`config.mk`:
```
export PLATFORM = sky130hd
export DESIGN_NAME = pldr_ctrl
export DESIGN_NICKNAME = d
export VERILOG_FILES = /design/src/hdl/pldr_pkg.sv /design/src/hdl/pldr_ctrl.sv
export SDC_FILE = /design/constraint.sdc
export NUM_CORES = 1
export LEC_CHECK = 0
export BUFFER_PORTS_ARGS = -buffer_cell sky130_fd_sc_hd__buf_2
export CAP_MARGIN = 20
export CELL_PAD_IN_SITES_DETAIL_PLACEMENT = 1
export CELL_PAD_IN_SITES_GLOBAL_PLACEMENT = 2
export CORE_MARGIN = 8
export CORE_UTILIZATION = 21
export CTS_CLUSTER_DIAMETER = 40
export CTS_CLUSTER_SIZE = 40
export DETAILED_ROUTE_END_ITERATION = 6
export GPL_ROUTABILITY_DRIVEN = 0
export PLACE_DENSITY_LB_ADDON = 0.05
export REMOVE_ABC_BUFFERS = 1
export SETUP_SLACK_MARGIN = 0.1
export SLEW_MARGIN = 10
export SYNTH_ARGS = -nofsm -noshare
export SYNTH_HDL_FRONTEND = slang
export SYNTH_SLANG_ARGS = --single-unit
```
`constraint.sdc`:
```
create_clock -name clk -period 1.6 [get_ports clk]
set_input_delay 0.24 -clock clk [delete_from_list [all_inputs] [get_ports clk]]
set_output_delay 0.24 -clock clk [all_outputs]
set_load 0.01 [all_outputs]
```
`src/hdl/pldr_pkg.sv`:
```
`default_nettype none
package pldr_pkg;

  localparam int CORDIC_STEPS_DEF = 16;
  localparam int ATAN_LEN = 24;
  localparam logic [30:0] MAX_ACCEL_RST = 31'd655360;
  localparam logic CMD_ADVANCE = 1'b0;
  localparam logic CMD_LOAD = 1'b1;

  typedef struct packed {
    logic               command;
    logic signed [31:0] target_speed;
    logic signed [31:0] turn_rate;
    logic [15:0]        step_time;
    logic [15:0]        load_heading;
    logic signed [31:0] load_x;
    logic signed [31:0] load_y;
    logic signed [31:0] load_vx;
    logic signed [31:0] load_vy;
  } in_item_t;

  typedef struct packed {
    logic [15:0]        heading;
    logic signed [31:0] pos_x;
    logic signed [31:0] pos_y;
    logic signed [31:0] vel_x;
    logic signed [31:0] vel_y;
  } out_item_t;

  typedef enum logic [3:0] {
    ST_IDLE, ST_HEAD, ST_SQX, ST_SQY, ST_LIM, ST_ROOT_INIT, ST_ROOT,
    ST_SPEED, ST_MUL_C, ST_MUL_S, ST_POS_X, ST_POS_Y, ST_WB, ST_DONE
  } state_t;

  typedef enum logic [2:0] {
    MUL_RATE_DT, MUL_VX_SQ, MUL_VY_SQ, MUL_ACC_DT,
    MUL_SPD_C, MUL_SPD_S, MUL_VX_DT, MUL_VY_DT
  } mul_sel_t;

  typedef struct packed {
    logic     take_in;
    logic     load;
    mul_sel_t mul_sel;
    logic     take_head;
    logic     take_sqx;
    logic     take_sqy;
    logic     take_lim;
    logic     root_start;
    logic     root_step;
    logic     cordic_start;
    logic     take_speed;
    logic     take_velx;
    logic     take_vely;
    logic     take_posx;
    logic     take_posy;
    logic     out_load;
  } dp_cmd_t;

  typedef struct packed {
    logic root_done;
    logic cordic_done;
  } dp_stat_t;

  // arctan(2^-i), 2^32 units per turn
  function automatic logic [31:0] atan_entry(input logic [4:0] i);
    logic [31:0] r;
    case (i)
      5'd0:  r = 32'h20000000;
      5'd1:  r = 32'h12E4051E;
      5'd2:  r = 32'h09FB385B;
      5'd3:  r = 32'h051111D4;
      5'd4:  r = 32'h028B0D43;
      5'd5:  r = 32'h0145D7E1;
      5'd6:  r = 32'h00A2F61E;
      5'd7:  r = 32'h00517C55;
      5'd8:  r = 32'h0028BE53;
      5'd9:  r = 32'h00145F2F;
      5'd10: r = 32'h000A2F98;
      5'd11: r = 32'h000517CC;
      5'd12: r = 32'h00028BE6;
      5'd13: r = 32'h000145F3;
      5'd14: r = 32'h0000A2FA;
      5'd15: r = 32'h0000517D;
      5'd16: r = 32'h000028BE;
      5'd17: r = 32'h0000145F;
      5'd18: r = 32'h00000A30;
      5'd19: r = 32'h00000518;
      5'd20: r = 32'h0000028C;
      5'd21: r = 32'h00000146;
      5'd22: r = 32'h000000A3;
      5'd23: r = 32'h00000051;
      default: r = 32'h0;
    endcase
    return r;
  endfunction

  // magnitude of (2^28, 0) after a zero-angle rotation, elaboration only
  function automatic longint unsigned cordic_gain(input int steps);
    longint x;
    longint y;
    longint z;
    longint xs;
    longint ys;
    longint unsigned n;
    longint unsigned res;
    longint unsigned bitv;
    x = longint'(1) <<< 28;
    y = 0;
    z = 0;
    for (int i = 0; i < steps && i < ATAN_LEN; i++) begin
      xs = x >>> i;
      ys = y >>> i;
      if (z >= 0) begin
        x = x - ys;
        y = y + xs;
        z = z - longint'(atan_entry(5'(i)));
      end else begin
        x = x + ys;
        y = y - xs;
        z = z + longint'(atan_entry(5'(i)));
      end
    end
    n = longint'(x * x) + longint'(y * y);
    res = 0;
    bitv = 64'd1 << 62;
    for (int k = 0; k < 32; k++) begin
      if (n >= res + bitv) begin
        n = n - (res + bitv);
        res = (res >> 1) + bitv;
      end else begin
        res = res >> 1;
      end
      bitv = bitv >> 2;
    end
    return res;
  endfunction

  // shift right rounding half away from zero
  function automatic logic signed [69:0] rnd_shift(input logic signed [69:0] v,
                                                   input int sh);
    logic [69:0] mag;
    logic [69:0] r;
    mag = v[69] ? 70'(-v) : 70'(v);
    r = (mag + (70'(1) << (sh - 1))) >> sh;
    return v[69] ? -$signed(r) : $signed(r);
  endfunction

  function automatic logic signed [31:0] sat32(input logic signed [69:0] v);
    logic signed [31:0] r;
    if (v > 70'sd2147483647) r = 32'sh7FFFFFFF;
    else if (v < -70'sd2147483648) r = 32'sh80000000;
    else r = $signed(v[31:0]);
    return r;
  endfunction

endpackage
`default_nettype wire

```
`src/hdl/pldr_ctrl.sv`:
```
`default_nettype none
module pldr_ctrl (
  input  wire logic              clk,
  input  wire logic              rst_n,
  input  wire logic              in_valid,
  input  wire logic              in_command,
  output logic                   in_ready,
  output logic                   out_valid,
  input  wire logic              out_ready,
  output pldr_pkg::dp_cmd_t      cmd,
  input  wire pldr_pkg::dp_stat_t stat
);
  import pldr_pkg::*;

  state_t state_r, state_nxt;
  logic   out_valid_r, out_valid_nxt;

  always_ff @(posedge clk) begin
    if (!rst_n) begin
      state_r     <= ST_IDLE;
      out_valid_r <= 1'b0;
    end else begin
      state_r     <= state_nxt;
      out_valid_r <= out_valid_nxt;
    end
  end

  always_comb begin
    state_nxt     = state_r;
    cmd           = '0;
    cmd.mul_sel   = MUL_RATE_DT;
    in_ready      = 1'b0;
    out_valid_nxt = out_valid_r && !out_ready;
    case (state_r)
      ST_IDLE: begin
        in_ready = 1'b1;
        if (in_valid) begin
          cmd.take_in = 1'b1;
          if (in_command == CMD_LOAD) begin
            cmd.load  = 1'b1;
            state_nxt = ST_DONE;
          end else begin
            state_nxt = ST_HEAD;
          end
        end
      end
      ST_HEAD: begin
        cmd.mul_sel = MUL_RATE_DT;
        state_nxt   = ST_SQX;
      end
      ST_SQX: begin
        cmd.take_head = 1'b1;
        cmd.mul_sel   = MUL_VX_SQ;
        state_nxt     = ST_SQY;
      end
      ST_SQY: begin
        // heading is final here, so sine and cosine start here and run alongside the root
        cmd.take_sqx     = 1'b1;
        cmd.cordic_start = 1'b1;
        cmd.mul_sel      = MUL_VY_SQ;
        state_nxt        = ST_LIM;
      end
      ST_LIM: begin
        cmd.take_sqy = 1'b1;
        cmd.mul_sel  = MUL_ACC_DT;
        state_nxt    = ST_ROOT_INIT;
      end
      ST_ROOT_INIT: begin
        cmd.take_lim   = 1'b1;
        cmd.root_start = 1'b1;
        state_nxt      = ST_ROOT;
      end
      ST_ROOT: begin
        cmd.root_step = 1'b1;
        if (stat.root_done && stat.cordic_done) state_nxt = ST_SPEED;
      end
      ST_SPEED: begin
        cmd.take_speed = 1'b1;
        state_nxt      = ST_MUL_C;
      end
      ST_MUL_C: begin
        cmd.mul_sel = MUL_SPD_C;
        state_nxt   = ST_MUL_S;
      end
      ST_MUL_S: begin
        cmd.take_velx = 1'b1;
        cmd.mul_sel   = MUL_SPD_S;
        state_nxt     = ST_POS_X;
      end
      ST_POS_X: begin
        cmd.take_vely = 1'b1;
        cmd.mul_sel   = MUL_VX_DT;
        state_nxt     = ST_POS_Y;
      end
      ST_POS_Y: begin
        cmd.take_posx = 1'b1;
        cmd.mul_sel   = MUL_VY_DT;
        state_nxt     = ST_WB;
      end
      ST_WB: begin
        cmd.take_posy = 1'b1;
        state_nxt     = ST_DONE;
      end
      ST_DONE: begin
        // result slot frees up once the previous beat is taken
        if (!out_valid_r || out_ready) begin
          cmd.out_load  = 1'b1;
          out_valid_nxt = 1'b1;
          state_nxt     = ST_IDLE;
        end
      end
      default: state_nxt = ST_IDLE;
    endcase
  end

  assign out_valid = out_valid_r;

endmodule
`default_nettype wire

```
==> results of run 1 <==
[power groups by stage]
stage	Clock [mW]	Combinational [mW]	Sequential, mW
6_report	0.151	0.764	0.307
5_1_grt	0.173	0.846	0.319
4_1_cts	0.158	0.765	0.306
3_5_place_dp	0	0.676	0.275
3_3_place_gp	0	0.675	0.274
2_1_floorplan	0	0.343	0.287
[metrics by stage]
stage               setup TNS [ns]  power (mW)
CTS                              0       1.229
finish                           0       1.221
global placement                 0      0.9492
detailed placement               0      0.9503
global route             -0.008030       1.338
floorplan                        0      0.6297
[placed cells by master (no fill, tap or decap), types with 3 or more instances in the layout]
master	synthesis	routed
sky130_fd_sc_hd__buf_2	3	26
sky130_fd_sc_hd__buf_4	3	9
sky130_fd_sc_hd__nor2_1	6	6
sky130_fd_sc_hd__nand2_1	6	6
sky130_fd_sc_hd__and3_1	4	4
sky130_fd_sc_hd__dfxtp_4	0	4
sky130_fd_sc_hd__nand2b_1	3	3
sky130_fd_sc_hd__nor3_1	4	3
sky130_fd_sc_hd__clkbuf_4	0	3
[logic make-up after synthesis]
kind of cell    Yosys count
xor+xnor                  2
flops                     5
simple gates             37
compound gates           10
buf+inv                   8
[per-layer routing]
metal | global-route usage (%) | vias to the layer above | share of wire (%)
met2 | 15.21 | 16 | 50
met5 | 0 | - | 0
met1 | 8.652 | 260 | 43
li1 | - | 286 | -
met3 | 2.827 | 3 | 5.6
met4 | 4.178 | 0 | 1.0
[repair_timing]
action,in CTS,in global routing
pin swaps,3,1
gates resized for setup,13,2
endpoints found under the setup margin,18,14
buffers inserted,3,1
[state kept, by name, indices dropped and copies added (netlist names)]
| signal | count |
|---|---|
| state_r | 4 |
| out_valid | 1 |
[worst max-delay path: stages (launching register included)]
cell and delay (ns):
sky130_fd_sc_hd__dfxtp_4 0.38, sky130_fd_sc_hd__nand2b_1 0.19, sky130_fd_sc_hd__or2_4 0.25, sky130_fd_sc_hd__nor2_1 0.09
sky130_fd_sc_hd__buf_2 0.13
[synth_stat cells, drive strengths merged]
master,instances
a211oi,2
a21boi,1
a21oi,1
a221oi,1
a31o,1
and2,1
and3,4
and3b,1
buf,7
dfxtp,5
inv,1
nand2,6
nand2b,4
nand3,1
nand3b,2
nand4b,1
nor2,6
nor2b,2
nor3,4
nor3b,1
nor4,2
o21bai,1
o22ai,1
o31a,1
o41a,1
or2,1
or4,1
xnor2,1
xor2,1
[cell type report]
class | instances | share of cell area (%)
clock buffers | 4 | 3.565
inverters | 1 | 0.5093
multi-input cells | 49 | 46.69
flip-flops and latches | 5 | 15.62
well taps | 28 | 4.754
repair buffers | 36 | 28.86
[worst paths after layout]
| check | cells past startpoint | end | start | slack [ns] |
|---|---|---|---|---|
| min reg2reg | 2 | out_valid | out_valid | 0.54 |
| max reg2reg | 4 | state_r[0] | state_r[1] | 0.23 |
| min | 2 | state_r[3] | rst_n | 0.27 |
| max | 4 | cmd[0] | state_r[1] | 0.06 |
==> run summary, run 1 <==
Vertical die dimension: 63.33 um
Shortest clock period the worst path allows after layout: 1.535 ns
Cell count after placement: 115
#FFs+latches synth: 5
Cell-internal power: 682.9 uW
Initial Util: 21.68%
Number of failing hold endpoints at the final stage: 0
Worst min-delay path category: input port to flop
Total gr overflow: 0
Area fraction in and, or, nand and nor cells after synthesis: 47.07%
Layout overhead on the synthesized area: 56.65%
Number of ports placed on the die boundary: 27
Max rail drop VDD: 0.7032 mV
Net switching power of the design: 538.1 uW
Type of the worst setup path: flop to output pin
Max frequency: 651.4 MHz
Sum of net half-perimeters after detailed placement: 1325 um
Netlist cell types: 34
Total area of multi-input combinational cells: 344.1 um2
Final core utilization: 33.97%
Share of the yosys chip area belonging to registers: 21.28%
Number of filler cells placed in the layout: 277
Max FO, Critical Path: 10
Die width: 63.33 um
# nets final: 103
Worst path setup slack after routing: 0.06477 ns
Clock transition time at the flip-flop clock pins of the worst setup and hold paths: 0.04 ns
Minimum setup slack after placement: 0.1129 ns
Max_slew headroom: 81.36%
Yosys top cell area share: 21.28%
Worst-skew pair later-pin latency: 0.25 ns
DIE AREA: 4011 um2
Seq pwr share: 25.1%
Worst setup EP type: output pin
Post-synth design cell area: 470.5 um2
Synth area leaders: sky130_fd_sc_hd__dfxtp_1 21%, sky130_fd_sc_hd__and3_1 5.3%, sky130_fd_sc_hd__buf_4 4.8%, sky130_fd_sc_hd__nand2_1 4.8%, sky130_fd_sc_hd__nor2_1 4.8%
Dominant combinational cell family by area after synthesis: simple AND/OR/NAND/NOR gates
Arrival @ worst endpoint: 1.30 ns
Drt via density: 4.593
Maximum number of pins on one net before global-route repair: 15
Fraction of the mapped netlist area in compound gates: 16.76%
Post-DRT Antenna Nets: 0
Smallest hold slack: 0.2745 ns
Number of max-slew violations in the final report: 0
Global-route usage over all layers: 8.525%
Routed wire length: 1703 um
Crit path required time: 1.36 ns
Endpoints failing setup: 0
Routed length per placed instance: 13.85 um
Post-synthesis share of cell area spent on xor and xnor gates: 3.723%
Leakage power of the design: 0.3627 nW
Post-Route Skew: 0.0009167 ns
Root buffer cell: sky130_fd_sc_hd__clkbuf_4
Number of placement rows: 17
Antenna violations before repair: 0
Max_cap viols: 0
Share of cells above drive strength 1: 52.63%
Total number of H-tree levels: 1
Final Instance Count excl. Fillers: 123
Library cell with the largest summed area after synthesis: sky130_fd_sc_hd__dfxtp_1
Post-Place Cell Area: 631.9 um2
Total CTS buffers: 3
Clock sinks: 5
Combinational power share: 62.5%
Ratio of total power to cell area: 1657 nW/um2
Synthesized area divided by synthesized cell count: 7.588 um2
Worst setup SP type: flop
Number of global-route vias before repair: 631
Remaining DRCs: 0
Number of DRC markers after the initial detailed-route iteration: 6
Global-route wire length before repair: 2842 um
Ratio of final minimum period to clock period: 95.95%
Switching Share: 44.07%
Core Area: 2170 um2
Port-buffer cells: 26
Mapped Cells: 62
Relative contribution of the clock network to total power: 12.3%
Setup repair after global routing missed its margin: yes
Count of TritonRoute iterations in the first routing pass: 3
TritonCTS clock tree: built
Share of synthesized cell area in full adder, half adder and majority cells: 0%
Post-route cell area: 737.0 um2
Number of buffers inserted by hold repair at cts: 0
Antenna diode count: 0
Buffer levels on the longest clock path: 2
Count of warnings emitted by yosys: 0
Portion of netlist area occupied by mux cells: 0%
Slew @ Worst Pin: 0.2770 ns
Register area: 115.1 um2
Run status: finished, final reports clean
Overall via count from detail_route: 565
No activity file was read; power rests on OpenSTA's default activity.
==> inputs of run 2 (changes only) <==
--- a/config.mk
+++ b/config.mk
@@ -7,14 +7,13 @@
 export LEC_CHECK = 0
 export BUFFER_PORTS_ARGS = -buffer_cell sky130_fd_sc_hd__buf_2
 export CAP_MARGIN = 20
-export CELL_PAD_IN_SITES_DETAIL_PLACEMENT = 1
-export CELL_PAD_IN_SITES_GLOBAL_PLACEMENT = 2
 export CORE_MARGIN = 8
-export CORE_UTILIZATION = 21
+export CORE_UTILIZATION = 35
 export CTS_CLUSTER_DIAMETER = 40
 export CTS_CLUSTER_SIZE = 40
 export DETAILED_ROUTE_END_ITERATION = 6
 export GPL_ROUTABILITY_DRIVEN = 0
+export GPL_TIMING_DRIVEN = 1
 export PLACE_DENSITY_LB_ADDON = 0.05
 export REMOVE_ABC_BUFFERS = 1
 export SETUP_SLACK_MARGIN = 0.1
==> run 2 against run 1 <==
  * Sequential share of layout area fell by 0.16 points
  * Critical path depth stayed put
  * Combinational power grew 8.6%
  * Die area is 31% lower
  * Via count grew 0.35%
  * Hold slack lost 0.0011 ns
  * Register-to-register slack improved by 0.02 ns
  * Power grew 3.2%
  * Critical path type unchanged
  * Largest cell class unchanged
==> run summary, run 2 (synthesis results as in run 1) <==
Worst-skew pair later-pin latency: 0.24 ns
Met3 WL: 118 um
Endpoints failing setup: 0
Worst path setup slack after routing: 0.1088 ns
Vertical die dimension: 52.66 um
Drt via density: 5.108
Origin of the critical flop-to-flop path: state_r[1]
Worst R2R Setup Slack: 0.25 ns
Layout overhead on the synthesized area: 58.24%
Antenna diode count: 0
Max frequency: 670.6 MHz
Number of ports placed on the die boundary: 27
Total number of H-tree levels: 1
Max_slew headroom: 80.14%
Clock transition time at the flip-flop clock pins of the worst setup and hold paths: 0.04 ns
Post-route met1 wirelength: 655 um
Number of max-slew violations in the final report: 0
Minimum setup slack after placement: 0.1369 ns
Remaining DRCs: 0
Metal2 WL: 729 um
Leakage power of the design: 0.3692 nW
Number of DRC markers after the initial detailed-route iteration: 11
Top library cells by usage in the layout, fill and taps aside: 26 x sky130_fd_sc_hd__buf_2, 9 x sky130_fd_sc_hd__buf_4, 6 x sky130_fd_sc_hd__nor2_1, 6 x sky130_fd_sc_hd__nand2_1
Overall via count from detail_route: 567
Largest reg by FF count: state_r
Number of buffers inserted by hold repair at cts: 0
Buffer levels on the longest clock path: 2
Final Power: 1.260 mW
Worst setup SP type: flop
Clock sinks: 5
Routed wire length: 1510 um
Ratio of final minimum period to clock period: 93.20%
Max_cap viols: 0
Number of failing hold endpoints at the final stage: 0
Crit path required time: 1.36 ns
Global-route wire length before repair: 2145 um
Final Instance Count excl. Fillers: 111
Number of placement rows: 13
Final core utilization: 57.94%
Hold path start: rst_n
Worst setup EP type: output pin
Port-buffer cells: 26
Share of cells above drive strength 1: 55.21%
Top routing layer used: met4
Ratio of total power to cell area: 1692 nW/um2
Setup repair after global routing missed its margin: yes
Core Area: 1285 um2
Post-DRT Antenna Nets: 0
Worst Hold Path EP: state_r[2]
Shortest clock period the worst path allows after layout: 1.491 ns
Total gr overflow: 0
Maximum number of pins on one net before global-route repair: 13
Root buffer cell: sky130_fd_sc_hd__clkbuf_4
Die width: 52.66 um
Worst min-delay path category: input port to flop
Number of global-route vias before repair: 514
Count of TritonRoute iterations in the first routing pass: 4
DIE AREA: 2773 um2
Initial Util: 36.61%
Cell count after placement: 100
Type of the worst setup path: flop to output pin
Reg-to-Reg End: state_r[0]
Most frequent standard cell in the layout excluding fill and tap cells: sky130_fd_sc_hd__buf_2
Max rail drop VDD: 0.8717 mV
Routed length per placed instance: 13.60 um
Path depth of the worst reg2reg path: 4
Setup total negative slack: 0 ns
TritonCTS clock tree: built
Run status: finished, final reports clean
Max reg flops: 4
Global-route usage over all layers: 10.08%
Post-Route Skew: 0.001104 ns
# nets final: 104
Sum of net half-perimeters after detailed placement: 1075 um
Slew @ Worst Pin: 0.2980 ns
Max FO, Critical Path: 6
Number of cells traversed by the worst hold path: 2
Total CTS buffers: 3
Arrival @ worst endpoint: 1.25 ns
Antenna violations before repair: 0
## run 2: per-stage QoR
step / hold slack, ns / cell area, um2
2_1_floorplan: 0.3679 / 421.7
3_5_place_dp: 0.5273 / 600.6
5_1_grt: 0.2674 / 744.5
6_report: 0.2734 / 744.5
3_3_place_gp: 0.5300 / 600.6
4_1_cts: 0.2636 / 689.4
## run 2: final cells by class
class | count | area (um2)
Tap cell | 15 | 18.77
Timing Repair Buffer | 37 | 220.2
Inverter | 1 | 3.754
Sequential cell | 5 | 115.1
Multi-Input combinational cell | 49 | 360.3
Fill cell | 130 | 540.5
Clock buffer | 4 | 26.28
## run 2: worst max-delay path by stage
stage / from / to / slack [ns] / cells after the start
2_1_floorplan: state_r[1] / cmd[11] / 0.05 / 2
3_3_place_gp: state_r[1] / cmd[11] / 0.10 / 3
3_5_place_dp: state_r[1] / cmd[6] / 0.14 / 3
4_1_cts: state_r[1] / cmd[0] / 0.06 / 4
5_1_grt: state_r[2] / cmd[16] / 0.03 / 4
6_report: state_r[2] / cmd[16] / 0.11 / 4
## run 2: power breakdown
| part | switching, mW | internal [mW] |
|---|---|---|
| logic | 0.400 | 0.430 |
| registers | 0.0919 | 0.188 |
| clock network | 0.0545 | 0.0945 |
## run 2: timing repair
| item | in CTS | in global routing |
|---|---|---|
| pin swaps | 3 | 2 |
| gates resized for setup | 10 | 7 |
| endpoints found under the setup margin | 17 | 9 |
| setup buffers | 4 | 3 |
## run 2: metal layers
metal	track usage, %	vias to the layer above
met1	11.48	263
met4	6.466	0
met3	2.273	2
li1	-	288
met5	0	-
met2	16.40	14
## run 2: critical path, cell delays in order (launching register included)
cell and delay [ns]:
sky130_fd_sc_hd__dfxtp_4 0.36, sky130_fd_sc_hd__buf_6 0.13, sky130_fd_sc_hd__nor4_4 0.22, sky130_fd_sc_hd__and3_1 0.18, sky130_fd_sc_hd__buf_2 0.12
==> inputs of run 3 (changes only) <==
--- a/config.mk
+++ b/config.mk
@@ -16,7 +16,7 @@
 export GPL_TIMING_DRIVEN = 1
 export PLACE_DENSITY_LB_ADDON = 0.05
 export REMOVE_ABC_BUFFERS = 1
-export SETUP_SLACK_MARGIN = 0.1
+export SETUP_SLACK_MARGIN = 0.15
 export SLEW_MARGIN = 10
 export SYNTH_ARGS = -nofsm -noshare
 export SYNTH_HDL_FRONTEND = slang
==> run 3 against run 2 <==
  * Clock power about the same
  * Via count up 3.5%
  * Non-clock buffer count up 4
  * First-iteration DRC count down 18%
  * Register-to-register slack got worse by 0.02 ns
  * Combinational power is 8.7% higher
  * Global-route usage is 1.2 points higher
  * Wire length is 2.0% higher
==> run summary, run 3 (synthesis results as in run 1) <==
Total area of multi-input combinational cells: 367.9 um2
Clock transition time at the flip-flop clock pins of the worst setup and hold paths: 0.04 ns
Leakage power of the design: 0.3954 nW
Ratio of total power to cell area: 1689 nW/um2
Number of ports placed on the die boundary: 27
Sum of net half-perimeters after detailed placement: 1075 um
Global-route wire length before repair: 2408 um
Cell-by-cell listing of the critical path: buf_8, nor4_4, and3_1, buf_2
Number of failing hold endpoints at the final stage: 0
Max frequency: 670.0 MHz
Register area: 115.1 um2
Setup total negative slack: 0 ns
Most frequent standard cell in the layout excluding fill and tap cells: sky130_fd_sc_hd__buf_2
CP max-delay cell: sky130_fd_sc_hd__dfxtp_4
Buffer levels on the longest clock path: 2
Top library cells by usage in the layout, fill and taps aside: 26 x sky130_fd_sc_hd__buf_2, 12 x sky130_fd_sc_hd__buf_4, 6 x sky130_fd_sc_hd__nor2_1, 6 x sky130_fd_sc_hd__nand2_1
TritonCTS clock tree: built
Worst min-delay path category: input port to flop
Final Power: 1.334 mW
Max FO, Critical Path: 5
DIE AREA: 2773 um2
Max_cap viols: 0
Number of DRC markers after the initial detailed-route iteration: 9
Total CTS buffers: 3
Slew @ Worst Pin: 0.2980 ns
Smallest hold slack: 0.2722 ns
Max_slew headroom: 80.13%
Total number of H-tree levels: 1
Core Area: 1285 um2
Post-DRT Antenna Nets: 0
Number of placement rows: 13
Overall via count from detail_route: 587
Type of the worst setup path: flop to output pin
Remaining DRCs: 0
Routed wire length: 1540 um
Endpoints failing setup: 0
Die width: 52.66 um
Worst setup SP type: flop
Initial Util: 36.61%
Max rail drop VDD: 0.8209 mV
Root buffer cell: sky130_fd_sc_hd__clkbuf_4
Post-Route Skew: 0.002204 ns
Number of buffers inserted by hold repair at cts: 0
Port-buffer cells: 26
Run status: finished, final reports clean
Maximum number of pins on one net before global-route repair: 9
Arrival @ worst endpoint: 1.25 ns
Antenna violations before repair: 0
Count of TritonRoute iterations in the first routing pass: 4
Sum of buffers and inverters on the critical path: 2
Drt via density: 5.104
Shortest clock period the worst path allows after layout: 1.493 ns
Global-route usage over all layers: 11.33%
Share of cells above drive strength 1: 59.00%
Number of max-slew violations in the final report: 0
Slowest cell delay on critical path: 0.36 ns
Layout overhead on the synthesized area: 67.82%
Ratio of final minimum period to clock period: 93.29%
Total gr overflow: 0
Setup repair after global routing missed its margin: yes
Crit path max-delay family: simple AND/OR/NAND/NOR gates
Vertical die dimension: 52.66 um
Number of filler cells placed in the layout: 125
Worst setup EP type: output pin
Worst-skew pair later-pin latency: 0.24 ns
Crit path required time: 1.36 ns
Antenna diode count: 0
Largest reg by FF count: state_r
# nets final: 108
Max reg flops: 4
Number of global-route vias before repair: 544
Clock sinks: 5
Routed length per placed instance: 13.39 um
run 3: cell count changes in the layout (fill, tap and decap cells not counted), sizes merged:
cell,previous run,this run
buf,37,41
run 3: repair_timing:
action	in CTS	in global routing
gates cloned	0	0
buffers inserted	11	0
resized for setup	18	3
pin swaps	7	3
setup endpoints to repair	18	11
run 3: final timing paths:
| path | start | to | slack [ns] | cells past startpoint |
|---|---|---|---|---|
| setup / recovery | state_r[0] | cmd[16] | 0.11 | 4 |
| hold / removal | rst_n | state_r[2] | 0.27 | 2 |
| setup reg to reg | state_r[1] | state_r[0] | 0.23 | 4 |
| hold reg to reg | out_valid | out_valid | 0.54 | 2 |
run 3: per-stage QoR:
step / worst slack (ns) / utilization [%] / cell area [um2] / cells
3_5_place_dp: 0.1369 / 46.74 / 600.6 / 100
5_1_grt: 0.03816 / 61.44 / 789.5 / 115
3_3_place_gp: 0.1024 / 46.74 / 600.6 / 100
6_report: 0.1074 / 61.44 / 789.5 / 115
2_1_floorplan: 0.05151 / - / 421.7 / 55
4_1_cts: 0.09657 / 60.37 / 775.7 / 115
run 3: cell type report:
cell class,count,area share (%)
multi-input combinational,49,46.59
inverter,1,0.4754
sequential,5,14.58
clock buffer,4,3.328
tap,15,2.377
timing repair buffer,41,32.65
run 3: worst reg2reg max path, cell delays in order (launching register included):
cell and delay, ns:
sky130_fd_sc_hd__dfxtp_4 0.38, sky130_fd_sc_hd__buf_4 0.16, sky130_fd_sc_hd__or4_1 0.51, sky130_fd_sc_hd__nand4b_1 0.12
sky130_fd_sc_hd__o22ai_1 0.09
run 3: report_power, final:
group | leakage, nW | internal [mW] | switching [mW] | total, mW
clock network | 0.0150 | 0.0944 | 0.0533 | 0.148
logic | 0.337 | 0.485 | 0.417 | 0.902
registers | 0.0437 | 0.189 | 0.0953 | 0.284
total | 0.395 | 0.768 | 0.566 | 1.33
run 3: routing by layer:
metal / GRT usage, % / share of wire, % / vias to the layer above
met5: 0 / 0 / -
met4: 6.466 / 0.39 / 0
met3: 2.273 / 8.1 / 2
met2: 18.38 / 47 / 17
met1: 13.40 / 44 / 269
li1: - / - / 299
